$ cat src/sv/ccm_pkg.sv
// shared types, constants and aes helper functions for the ccm engine
package ccm_pkg;

    localparam int MIC_BYTES_DEF = 8;

    localparam logic [1:0] FUNC_START = 2'd0;
    localparam logic [1:0] FUNC_AAD   = 2'd1;
    localparam logic [1:0] FUNC_MSG   = 2'd2;
    localparam logic [1:0] FUNC_MIC   = 2'd3;

    localparam logic [1:0] KIND_DATA    = 2'd0;
    localparam logic [1:0] KIND_MIC     = 2'd1;
    localparam logic [1:0] KIND_VERDICT = 2'd2;

    localparam logic CFG_KEY_HIGH = 1'b0;
    localparam logic CFG_KEY_LOW  = 1'b1;

    localparam logic [7:0] B0_FLAGS  = 8'h59;
    localparam logic [7:0] CTR_FLAGS = 8'h01;

    typedef enum logic [3:0] {
        ST_IDLE,
        ST_START_B0,
        ST_START_S0,
        ST_AAD,
        ST_AAD_ENC,
        ST_MSG,
        ST_MSG_KS,
        ST_MSG_MAC,
        ST_EMIT,
        ST_FINAL,
        ST_MIC_OUT,
        ST_MIC_RX,
        ST_VERDICT
    } ccm_state_t;

    // controller to datapath commands
    typedef struct packed {
        logic load_start;
        logic start_b0;
        logic start_s0;
        logic aad_byte;
        logic msg_byte;
        logic enc_mac;
        logic enc_ks;
        logic finalize;
        logic mic_byte;
        logic clr_pos;
    } ccm_cmd_t;

    typedef struct packed {
        logic       aes_done;
        logic       aad_empty;
        logic       msg_empty;
        logic       pos_zero;
        logic       blk_full;
        logic       decrypt;
        logic [4:0] mic_count;
    } ccm_stat_t;

    function automatic logic [7:0] sbox(input logic [7:0] x);
        logic [7:0] t [256];
        t = '{
        8'h63,8'h7c,8'h77,8'h7b,8'hf2,8'h6b,8'h6f,8'hc5,8'h30,8'h01,8'h67,8'h2b,8'hfe,8'hd7,8'hab,8'h76,
        8'hca,8'h82,8'hc9,8'h7d,8'hfa,8'h59,8'h47,8'hf0,8'had,8'hd4,8'ha2,8'haf,8'h9c,8'ha4,8'h72,8'hc0,
        8'hb7,8'hfd,8'h93,8'h26,8'h36,8'h3f,8'hf7,8'hcc,8'h34,8'ha5,8'he5,8'hf1,8'h71,8'hd8,8'h31,8'h15,
        8'h04,8'hc7,8'h23,8'hc3,8'h18,8'h96,8'h05,8'h9a,8'h07,8'h12,8'h80,8'he2,8'heb,8'h27,8'hb2,8'h75,
        8'h09,8'h83,8'h2c,8'h1a,8'h1b,8'h6e,8'h5a,8'ha0,8'h52,8'h3b,8'hd6,8'hb3,8'h29,8'he3,8'h2f,8'h84,
        8'h53,8'hd1,8'h00,8'hed,8'h20,8'hfc,8'hb1,8'h5b,8'h6a,8'hcb,8'hbe,8'h39,8'h4a,8'h4c,8'h58,8'hcf,
        8'hd0,8'hef,8'haa,8'hfb,8'h43,8'h4d,8'h33,8'h85,8'h45,8'hf9,8'h02,8'h7f,8'h50,8'h3c,8'h9f,8'ha8,
        8'h51,8'ha3,8'h40,8'h8f,8'h92,8'h9d,8'h38,8'hf5,8'hbc,8'hb6,8'hda,8'h21,8'h10,8'hff,8'hf3,8'hd2,
        8'hcd,8'h0c,8'h13,8'hec,8'h5f,8'h97,8'h44,8'h17,8'hc4,8'ha7,8'h7e,8'h3d,8'h64,8'h5d,8'h19,8'h73,
        8'h60,8'h81,8'h4f,8'hdc,8'h22,8'h2a,8'h90,8'h88,8'h46,8'hee,8'hb8,8'h14,8'hde,8'h5e,8'h0b,8'hdb,
        8'he0,8'h32,8'h3a,8'h0a,8'h49,8'h06,8'h24,8'h5c,8'hc2,8'hd3,8'hac,8'h62,8'h91,8'h95,8'he4,8'h79,
        8'he7,8'hc8,8'h37,8'h6d,8'h8d,8'hd5,8'h4e,8'ha9,8'h6c,8'h56,8'hf4,8'hea,8'h65,8'h7a,8'hae,8'h08,
        8'hba,8'h78,8'h25,8'h2e,8'h1c,8'ha6,8'hb4,8'hc6,8'he8,8'hdd,8'h74,8'h1f,8'h4b,8'hbd,8'h8b,8'h8a,
        8'h70,8'h3e,8'hb5,8'h66,8'h48,8'h03,8'hf6,8'h0e,8'h61,8'h35,8'h57,8'hb9,8'h86,8'hc1,8'h1d,8'h9e,
        8'he1,8'hf8,8'h98,8'h11,8'h69,8'hd9,8'h8e,8'h94,8'h9b,8'h1e,8'h87,8'he9,8'hce,8'h55,8'h28,8'hdf,
        8'h8c,8'ha1,8'h89,8'h0d,8'hbf,8'he6,8'h42,8'h68,8'h41,8'h99,8'h2d,8'h0f,8'hb0,8'h54,8'hbb,8'h16};
        return t[x];
    endfunction

    function automatic logic [7:0] xtime(input logic [7:0] x);
        return {x[6:0], 1'b0} ^ (x[7] ? 8'h1b : 8'h00);
    endfunction

    // byte i of the 128-bit block sits at bits [127-8i -: 8]
    function automatic logic [127:0] aes_round(input logic [127:0] s, input logic last_rnd);
        logic [7:0] b [16];
        logic [7:0] t [16];
        logic [7:0] a0, a1, a2, a3, x;
        logic [127:0] r;
        for (int i = 0; i < 16; i++) b[i] = sbox(s[127-8*i -: 8]);
        for (int c = 0; c < 4; c++)
            for (int i = 0; i < 4; i++)
                t[i+4*c] = b[i + 4*((c+i) % 4)];
        if (!last_rnd) begin
            for (int c = 0; c < 4; c++) begin
                a0 = t[4*c]; a1 = t[4*c+1]; a2 = t[4*c+2]; a3 = t[4*c+3];
                x = a0 ^ a1 ^ a2 ^ a3;
                t[4*c]   = a0 ^ x ^ xtime(a0 ^ a1);
                t[4*c+1] = a1 ^ x ^ xtime(a1 ^ a2);
                t[4*c+2] = a2 ^ x ^ xtime(a2 ^ a3);
                t[4*c+3] = a3 ^ x ^ xtime(a3 ^ a0);
            end
        end
        for (int i = 0; i < 16; i++) r[127-8*i -: 8] = t[i];
        return r;
    endfunction

    function automatic logic [127:0] key_step(input logic [127:0] k, input logic [7:0] rc);
        logic [31:0] w0, w1, w2, w3, t;
        w0 = k[127:96]; w1 = k[95:64]; w2 = k[63:32]; w3 = k[31:0];
        t = {sbox(w3[23:16]) ^ rc, sbox(w3[15:8]), sbox(w3[7:0]), sbox(w3[31:24])};
        w0 = w0 ^ t; w1 = w1 ^ w0; w2 = w2 ^ w1; w3 = w3 ^ w2;
        return {w0, w1, w2, w3};
    endfunction

    function automatic logic [7:0] next_rcon(input logic [7:0] rc);
        return xtime(rc);
    endfunction

endpackage

$ cat src/sv/ccm_ctrl.sv
// ccm controller state machine: input/output handshakes and aes sequencing
module ccm_ctrl
    import ccm_pkg::*;
#(
    parameter int MIC_BYTES = MIC_BYTES_DEF
)
(
    input  logic       clk,
    input  logic       rst_n,
    input  logic       in_valid,
    input  logic [1:0] in_func,
    output logic       in_ready,
    output logic       out_valid,
    input  logic       out_ready,
    output logic [1:0] out_kind,
    output logic       out_sel_mic,
    output logic       out_last,
    output ccm_cmd_t   cmd,
    input  ccm_stat_t  stat
);
    localparam logic [4:0] MIC_LAST = 5'(MIC_BYTES - 1);

    ccm_state_t state_reg, state_next;
    logic       acc;
    logic       fin_after_reg, fin_after_next;

    assign acc = in_valid && in_ready;

    always_comb
    begin
        state_next     = state_reg;
        fin_after_next = fin_after_reg;
        unique case (state_reg)
            ST_IDLE:
                if (acc && in_func == FUNC_START)
                    state_next = ST_START_B0;
            ST_START_B0:
                state_next = ST_START_S0;
            ST_START_S0:
                if (stat.aes_done)
                    state_next = ST_FINAL;
            ST_FINAL:
                // b0 done, s0 running; wait its end
                if (stat.aes_done) begin
                    if (!stat.aad_empty)
                        state_next = ST_AAD;
                    else if (!stat.msg_empty)
                        state_next = ST_MSG;
                    else
                        state_next = ST_MIC_OUT;
                end
            ST_AAD:
                if (acc && in_func == FUNC_AAD)
                    state_next = ST_AAD_ENC;
            ST_AAD_ENC:
                if (stat.aes_done || (!stat.blk_full &&
                    !(stat.aad_empty && !stat.pos_zero))) begin
                    if (!stat.aad_empty)
                        state_next = ST_AAD;
                    else if (!stat.msg_empty)
                        state_next = ST_MSG;
                    else
                        state_next = ST_MIC_OUT;
                end
            ST_MSG:
                if (acc && in_func == FUNC_MSG)
                    state_next = ST_MSG_MAC;
                else if (stat.pos_zero && !fin_after_reg)
                    state_next = ST_MSG_KS;
            ST_MSG_KS:
                if (stat.aes_done) begin
                    state_next     = ST_MSG;
                    fin_after_next = 1'b1;
                end
            ST_MSG_MAC:
                if (stat.aes_done || (!stat.blk_full && !stat.msg_empty)) begin
                    state_next = ST_EMIT;
                end
            ST_EMIT:
                if (out_ready) begin
                    if (stat.msg_empty)
                        state_next = ST_MIC_OUT;
                    else
                        state_next = ST_MSG;
                    if (stat.pos_zero)
                        fin_after_next = 1'b0;
                end
            ST_MIC_OUT:
                if (stat.decrypt)
                    state_next = ST_MIC_RX;
                else if (out_ready && stat.mic_count == MIC_LAST)
                    state_next = ST_IDLE;
            ST_MIC_RX:
                if (acc && in_func == FUNC_MIC && stat.mic_count == MIC_LAST)
                    state_next = ST_VERDICT;
            ST_VERDICT:
                if (out_ready)
                    state_next = ST_IDLE;
            default:
                state_next = ST_IDLE;
        endcase
        if (state_reg == ST_IDLE)
            fin_after_next = 1'b0;
    end

    // finalization step happens on the first cycle of ST_MIC_OUT
    logic fin_done_reg;

    always_comb
    begin
        cmd         = '0;
        in_ready    = 1'b0;
        out_valid   = 1'b0;
        out_kind    = KIND_DATA;
        out_sel_mic = 1'b0;
        out_last    = 1'b0;
        unique case (state_reg)
            ST_IDLE:
            begin
                in_ready = 1'b1;
                cmd.load_start = acc && in_func == FUNC_START;
            end
            ST_START_B0:
                cmd.start_b0 = 1'b1;
            ST_START_S0:
                cmd.start_s0 = stat.aes_done;
            ST_FINAL: ;
            ST_AAD:
            begin
                in_ready = 1'b1;
                cmd.aad_byte = acc && in_func == FUNC_AAD;
            end
            ST_AAD_ENC:
            begin
                if (stat.blk_full || (stat.aad_empty && !stat.pos_zero))
                    cmd.enc_mac = !stat.aes_done && !fin_done_reg;
                cmd.clr_pos = stat.aes_done ||
                              (stat.aad_empty && !stat.blk_full && stat.pos_zero);
            end
            ST_MSG:
            begin
                in_ready = !(stat.pos_zero && !fin_after_reg);
                cmd.msg_byte = acc && in_func == FUNC_MSG;
                cmd.enc_ks = stat.pos_zero && !fin_after_reg && !(acc && in_func == FUNC_MSG);
            end
            ST_MSG_KS: ;
            ST_MSG_MAC:
            begin
                if (stat.blk_full || stat.msg_empty)
                    cmd.enc_mac = !stat.aes_done && !fin_done_reg;
                cmd.clr_pos = stat.aes_done;
            end
            ST_EMIT:
            begin
                out_valid = 1'b1;
                out_kind  = KIND_DATA;
            end
            ST_MIC_OUT:
            begin
                cmd.finalize = !fin_done_reg;
                out_valid    = fin_done_reg && !stat.decrypt;
                out_kind     = KIND_MIC;
                out_sel_mic  = 1'b1;
                out_last     = stat.mic_count == MIC_LAST;
                cmd.mic_byte = out_valid && out_ready;
            end
            ST_MIC_RX:
            begin
                in_ready = 1'b1;
                cmd.mic_byte = acc && in_func == FUNC_MIC;
            end
            ST_VERDICT:
            begin
                out_valid = 1'b1;
                out_kind  = KIND_VERDICT;
                out_last  = 1'b1;
            end
            default: ;
        endcase
    end

    always_ff @(posedge clk or negedge rst_n)
    begin
        if (!rst_n) begin
            state_reg     <= ST_IDLE;
            fin_after_reg <= 1'b0;
            fin_done_reg  <= 1'b0;
        end else begin
            state_reg     <= state_next;
            fin_after_reg <= fin_after_next;
            // marks an aes job or the finalize step already issued in the current wait state
            if (state_next != state_reg)
                fin_done_reg <= 1'b0;
            else if (cmd.enc_mac || cmd.finalize)
                fin_done_reg <= 1'b1;
        end
    end

    a_ready_idle: assert property (@(posedge clk) disable iff (!rst_n)
        (out_valid && !out_ready) |=> out_valid) else $error("result dropped");
    a_no_both: assert property (@(posedge clk) disable iff (!rst_n)
        !(cmd.aad_byte && cmd.msg_byte)) else $error("two byte commands");
    a_fin_once: assert property (@(posedge clk) disable iff (!rst_n)
        cmd.finalize |=> !cmd.finalize) else $error("finalize twice");
endmodule

$ cat config.mk
export PLATFORM = sky130hd
export DESIGN_NAME = ccm_ctrl
export DESIGN_NICKNAME = d
export VERILOG_FILES = /design/src/sv/ccm_pkg.sv /design/src/sv/ccm_ctrl.sv
export SDC_FILE = /design/constraint.sdc
export NUM_CORES = 1
export LEC_CHECK = 0
export ABC_AREA = 1
export ABC_CLOCK_PERIOD_IN_PS = 2850
export BUFFER_PORTS_ARGS = -buffer_cell sky130_fd_sc_hd__buf_2
export CORE_ASPECT_RATIO = 1.5
export CORE_MARGIN = 2
export CORE_UTILIZATION = 30
export DETAILED_ROUTE_END_ITERATION = 7
export HOLD_SLACK_MARGIN = 0.06
export PLACE_DENSITY_LB_ADDON = 0.3
export SLEW_MARGIN = 10
export SYNTH_ARGS = -nofsm -noshare
export SYNTH_HDL_FRONTEND = slang
export SYNTH_SLANG_ARGS = --single-unit
$ cat constraint.sdc
create_clock -name clk -period 2.85 [get_ports clk]
set_clock_uncertainty 0.15 [all_clocks]
set_input_delay 0.57 -clock clk [delete_from_list [all_inputs] [get_ports clk]]
set_output_delay 0.57 -clock clk [all_outputs]
set_load 0.02 [all_outputs]
==> results_dict.tcl <==
set metrics [dict create \
    status "completed" \
    final.min_clock_period_ns 2.579 \
    die_x_um 51.84 \
    vias_per_cell 4.926 \
    synth_area_per_cell_um2 5.254 \
    cts_sinks 6 \
    antenna_found_initial 0 \
    fillers 382 \
    critical_path.startpoint_type "register" \
    seq_area_um2 150.1 \
    fin_crit_sh 0.9050 \
    yosysMostFrequentCell "nand2_1" \
    ioPinCount 33 \
    worst_pin_slew_ns 0.4153 \
    synth_commonest_cells "nand2_1 (56), nor2_1 (31), inv_1 (26), nand3_1 (23)" \
    synth_warnings 0 \
    reg2reg_slack_ns 0.75 \
    synth_edf_count 0 \
    maxSlewHeadroom 0.7231 \
    antenna_left 0 \
    drv_cap 0 \
    synth_async_sr_flop_share 1.000 \
    ir_drop_mv 0.4839 \
    drt_drc_violations_left 0 \
    wl_per_cell_um 12.06 \
    leakage_nw 0.7540 \
    hp-class "reg2reg" \
    synth_seq_cells 6 \
    root_buffer "clkbuf_8" \
    placementRows 26 \
    final.setup.tns_ns 0 \
    yosysSeqAreaShare 0.1458 \
    fmax_mhz 387.7 \
    gp_congestion 0.8911 \
    power.density_nw_per_um2 751.1 \
    worstSetupPathType "reg2out" \
    syn_area_um2 1030 \
    setup_viol 0 \
    grt_pass1_wl_mm 5.195 \
    overflow 0 \
    cts_tree "done" \
    cts_setup_buffers 0 \
    diodes 0 \
    cp_max_fo 8 \
    drive_above_1_share 0.2412 \
    cts-resized-gates 0 \
    clkLatencyLatePin_ns 0.22 \
    synthTopCellsByArea "nand2_1 (20%), dfrtp_1 (15%), nor2_1 (11%), nand3_1 (11%), inv_1 (9.5%)" \
    hold_viol 0 \
    post-dp-hpwl_mm 2.761 \
    io_buffers 32 \
    yosysTopAreaCellShare 0.2041 \
    die_h_um 75.76 \
    ys.flop_type "dfrtp_1" \
    yosysUniqueCellTypes 25 \
    die-area_um2 3927 \
    largest_reg_flops 4 \
    crit_arrival_ns 1.86 \
    rsz0062_at_grt "no" \
    clk_pin_slew_ns 0.03 \
    total_power_w 0.0009529 \
    synth_top_cell_by_area "nand2_1" \
    grtUsageTotal 0.1760 \
    multiInputGateArea_um2 732.0 \
    htreeDepth 1 \
    first_global_vias 1230 \
    nets 247 \
    syn2layout_area_growth_pct 23.21 \
    fin_util 0.3786 \
    clk_path_buf_depth 2 \
    initial_core_util 0.3073 \
    wl_mm 3.256 \
    core_area_um2 3351 \
    syn_inst 196 \
    drt-initial-drc-count 47 \
    worstPathRequired_ns 2.13 \
    synth_nets 213 \
    first_pass_iters 4 \
    end_kind "output pin" \
    maxSlewViolCount 0 \
    vias 1330 \
    numCtsBuffers 3 \
    grt_max_degree 11 \
]
-- final cells by class --
cell class,count,area share
multi-input combinational,155,0.5769
timing repair buffer,34,0.1400
sequential,6,0.1183
inverter,30,0.09073
tap,42,0.04142
clock buffer,3,0.03254
-- where the power goes --
| part | internal, W | switching, W |
|---|---|---|
| Sequential | 0.000115 | 0.0000673 |
| Combinational | 0.000210 | 0.000439 |
| Clock | 0.0000903 | 0.0000317 |
| Total | 0.000415 | 0.000538 |
-- critical path, stage by stage (launching register included) --
cell	delay [ns]
dfrtp_1	0.45
inv_1	0.16
nor2_1	0.26
nand3_4	0.12
nand2_4	0.11
nand2_1	0.06
nor2_1	0.11
nand2_1	0.08
o21ai_0	0.09
buf_2	0.20
-- placed cells by master, fill, tap and decap left out, types with 2 or more instances in the layout --
cell	netlist	routed
nor2_1	31	31
a21oi_1	6	6
dfrtp_1	6	6
clkbuf_8	0	3
nand2_1	56	56
nand4_1	8	8
nor3_1	3	3
nand3_1	23	23
nand2_2	6	6
inv_1	26	26
inv_2	2	2
o21ai_0	8	8
buf_2	1	32
nor2_2	6	6
-- path summary, 6_finish.rpt --
kind,from,to,depth (start not counted)
max reg2reg,state_reg[1]$_DFF_PN0_,fin_done_reg$_DFFE_PN0P_,12
min in group asynchronous,rst_n,state_reg[3]$_DFF_PN0_,2
max,state_reg[2]$_DFF_PN0_,cmd[1],9
min reg2reg,fin_after_reg$_DFFE_PN0P_,fin_after_reg$_DFFE_PN0P_,2
max in group asynchronous,rst_n,fin_after_reg$_DFFE_PN0P_,2
min,fin_after_reg$_DFFE_PN0P_,fin_after_reg$_DFFE_PN0P_,2
-- metal layers --
layer / global-route usage / routed length, um / vias to the layer above
li1: - / - / 685
met1: 0.1864 / 1245 / 596
met2: 0.3221 / 1757 / 35
met3: 0.009804 / 113 / 14
met4: 0.1316 / 140 / 0
met5: 0 / 0 / -
-- logic make-up (layout without fill, tap and decap cells) --
kind of cell | count (synthesis) | in the layout | share of synthesized area
compound gates | 17 | 17 | 0.08871
flops | 6 | 6 | 0.1458
simple gates | 138 | 138 | 0.6221
buf+inv | 35 | 67 | 0.1434
-- timing repair --
| action | in CTS | in global routing |
|---|---|---|
| hold buffers | 1 | 0 |
| endpoints found under the setup margin | 0 | 0 |
| endpoints found under the hold margin | 6 | 0 |
-- metrics by stage --
stage               instance area (um2)  setup WS (ns)  hold slack [ns]  std cells
global route                       1269         0.1441           0.5161        270
CTS                                1269         0.3036           0.4680        270
floorplan                          1030         0.4289           0.1244        196
detailed placement                 1217         0.5495           0.2472        266
global placement                   1217         0.5761           0.2471        266
finish                             1269         0.2706           0.4767        270
Power figures use the tool's default switching activity.
